[config.mk]
export PLATFORM = sky130hd
export DESIGN_NAME = cha_ram
export DESIGN_NICKNAME = d
export VERILOG_FILES = /design/src/sv/cha_ram.sv
export SDC_FILE = /design/constraint.sdc
export NUM_CORES = 1
export LEC_CHECK = 0
export ABC_CLOCK_PERIOD_IN_PS = 1400
export BUFFER_PORTS_ARGS = -buffer_cell sky130_fd_sc_hd__buf_2
export CAP_MARGIN = 20
export CORE_MARGIN = 2
export CORE_UTILIZATION = 54
export CTS_CLUSTER_DIAMETER = 150
export DETAILED_ROUTE_END_ITERATION = 7
export PLACE_DENSITY = 0.76
export REMOVE_ABC_BUFFERS = 1
export SYNTH_ARGS = -nofsm -noshare
export SYNTH_HDL_FRONTEND = slang
export SYNTH_SLANG_ARGS = --single-unit
[constraint.sdc]
create_clock -name clk -period 1.4 [get_ports clk]
set_input_delay 0 -clock clk [delete_from_list [all_inputs] [get_ports clk]]
set_output_delay 0 -clock clk [all_outputs]
set_load 0.02 [all_outputs]
[src/sv/cha_ram.sv]
// Generic single-port RAM with registered read.
// Depends on nothing.
`default_nettype none
module cha_ram #(
    parameter int WIDTH = 8,
    parameter int DEPTH = 16
) (
    input  wire logic                     clk,
    input  wire logic                     we,
    input  wire logic [$clog2(DEPTH)-1:0] addr,
    input  wire logic [WIDTH-1:0]         wdata,
    output logic      [WIDTH-1:0]         rdata
);
    logic [WIDTH-1:0] mem [DEPTH];

    // Write-first is not needed; read returns the old word.
    always_ff @(posedge clk)
    begin
        if (we)
        begin
            mem[addr] <= wdata;
        end
        rdata <= mem[addr];
    end
endmodule
`default_nettype wire
# Word-level counts from Yosys, hierarchy flattened
# Memory sizes are Yosys's and may differ from the RTL's. A register that Yosys moved wholly into a read port is not among the register bits.
# Cells that the tools add are included.
# totals
n_memories,1
ramBits,128
ff_bits,0
# memory_table
memory,depth,word_bits,rd,rd_ports_with_merged_regs,write_ports,line_no,rtl
mem,16,8,1,1,1,14,logic [WIDTH-1:0] mem [DEPTH];
# op_classes
mux,2
# op_table
op,count
$mux W1,2

# Depth between registers and ports, before layout
# depth
word_depth,2
mapped_depth,5
mapped_depth_nobuf,3

# Worst setup path before layout
# OpenSTA, ideal clock, no wires.
# synth_timing
kind,input port to flip-flop
start,in addr[2]
end,"mem mem[0][0], enable pin"
stages,2
setup_slack_ps,-93
required_time_ps,1017
setup_ps,383
arrival_ps,1110
cell_sequence,or3b_2 nor3_1
# synth_lines
element,line_no,rtl
start: declaration,10,"input wire logic [$clog2(DEPTH)-1:0] addr,"
end: declaration,14,
# Straight into the memory's write port.

==> results.py <==
metrics = {
    "setup_path": {
        "critical_path_class": "flip-flop to flip-flop",
        "start_kind": "flip-flop",
        "cp.arrival_ns": 1.76,
        "worst_setup_path_end_kind": "flip-flop",
        "cp.required_ns": 1.80,
        "cp_max_fo": 1,
    },
    "yosys": {
        "ys_seq_area_frac": 0.790,
        "synth_area_per_cell_um2": 22.0,
        "ys_ff_latch": 136,
        "ys_warn_count": 0,
        "synth_cell_types": 18,
        "synth_area_mm2": 0.00507,
        "syn-instance-count": 230,
    },
    "die": {
        "dieArea_mm2": 0.0102,
        "die_h_um": 101,
        "die_w_um": 101,
        "core_mm2": 0.00915,
        "initial_utilization": 0.554,
        "ios": 22,
        "num_rows": 35,
    },
    "route": {
        "drt_wl_total_mm": 10.1,
        "drtIter0Drc": 252,
        "viasPerCell": 6.10,
        "drc_errors": 0,
        "vias": 2539,
        "ant_nets": 0,
        "wire_per_inst_um": 24.4,
        "drt-pass1-iter-count": 4,
    },
    "cells_and_area": {
        "fillCellCount": 535,
        "drive_gt1_frac": 0.351,
        "n_antenna_cell": 0,
        "final_util": 0.672,
        "layout_commonest_cell": "edfxtp_1",
        "area.growth.synth_to_final_pct": 21.5,
        "mostFrequentLayoutCells": "128 x edfxtp_1, 32 x mux4_2, 24 x buf_4",
        "finalNetCount": 308,
    },
    "timing": {
        "tns_ns": 0,
        "rsz0062_at_grt": "false",
        "fin_crit_ns": 1.35,
        "hold_violations": 0,
        "clock.fmax_ghz": 0.739,
        "slew_headroom": 0.497,
        "setup_viol_count_final": 0,
        "maxSlewViolCount": 0,
        "tightest_slew_ns": 0.753,
        "fin_skew_ns": 0.00970,
        "hold_slack_ns": 0.0442,
        "period_share": 0.966,
    },
    "global_routing": {
        "grt_max_degree": 31,
        "track_usage": 0.220,
        "overflow": 0,
        "grt_pass1_wl_mm": 15.2,
        "antenna_found_initial": 0,
        "grt_pass1_vias": 2585,
    },
    "min_path": {
        "hold_class": "input pin to flip-flop",
    },
    "clocking": {
        "numCtsBuffers": 17,
        "cts_root_buffer": "clkbuf_8",
        "clockBufferDepth": 2,
        "cts_tree": "yes",
        "cts_setup_buffers": 0,
        "clk_latency_ns": 0.52,
        "path_clk_slew_ns": 0.06,
        "htree_levels": 4,
        "cts_sinks": 136,
    },
    "job": {
        "cap_violations": 0,
    },
    "placed_design": {
        "io_buffers": 21,
        "hpwl_mm": 6.05,
        "place_congestion": 0.773,
    },
    "power": {
        "peakVddDrop_v": 0.000905,
        "power_density_mw_per_mm2": 1530,
        "p_leak_nw": 2.08,
    },
    "outcome": {
        "status": "finished clean",
    },
}
## cells by family (layout without fill, tap and decap cells)
family / count (synthesis) / after routing / share of synthesized area
multiplexers: 32 / 32 / 0.142
buffers and inverters: 11 / 86 / 0.0119
AO/OA/AOI/OAI: 16 / 16 / 0.0237
flip-flops: 136 / 136 / 0.790
AND/OR/NAND/NOR: 35 / 35 / 0.0321
## path summary, 6_finish.rpt
kind | from | to | slack, ns | depth (start not counted)
worst min-delay path | we | mem[14][2] | 0.04 | 3
worst max-delay path | mem[3][6] | rdata[6] | 0.05 | 3
worst max register to register | mem[3][6] | rdata[6] | 0.05 | 3
worst min register to register | mem[14][1] | rdata[1] | 0.67 | 3
## cell type report
cell class,instances,area (um2),share of cell area
multi-input combinational,83,1010,0.164
clock inverter,11,156,0.0254
clock buffer,19,422,0.0685
sequential,136,4000,0.651
tap,111,139,0.0226
timing repair buffer,56,425,0.0691
## cell usage after synthesis, drive strengths merged
master	number	area share
clkbuf	3	0.0025
edfxtp	128	0.76
or3b	1	0.0017
a22oi	16	0.024
nor3	4	0.0040
nor2	13	0.0096
nand2	9	0.0067
nand2b	2	0.0025
nand3	1	0.00099
nand3b	2	0.0030
dfxtp	8	0.032
buf	8	0.0094
nor2b	2	0.0025
mux4	32	0.14
and2	1	0.0012
## metal layers
metal  wire length (um)  share of wire  vias up  global-route usage
met3                721          0.071       21              0.0645
met4                203          0.020        0              0.0927
met5                  0              0        -                   0
li1                   -              -     1086                   -
met2               5090           0.50      129               0.344
met1               4120           0.41     1303               0.293
## repair_timing
action	in CTS	in global routing
hold buffers	8	0
setup endpoints to repair	1	0
resized for setup	1	0
hold endpoints to repair	128	0
## where the power goes
group	switching, mW	internal [mW]	leakage (nW)
Clock	1.52	2.84	0.276
Combinational	0.281	0.212	0.583
Sequential	0.0298	4.55	1.22
## state kept, by name, indices dropped and copies added, names as in the netlist
signal  flops
mem       128
rdata       8
## worst max-delay path, cell delays in order, from the launching register on
cell	delay (ns)
edfxtp_1	0.37
mux4_2	0.48
a22oi_1	0.31
nand2_1	0.08
## stage by stage
step                      setup WS, ns  instances  total power [mW]  instance area (um2)
final                           0.0474        416              9.44                 6150
after global routing          0.000752        416              9.71                 6150
after CTS                       0.0318        416              9.49                 6150
after detailed placement       -0.0387        378              5.14                 5490
after global placement         -0.0276        378              5.12                 5490
after floorplan                -0.0929        219              4.88                 5010
No activity file was read; power rests on OpenSTA's default activity.
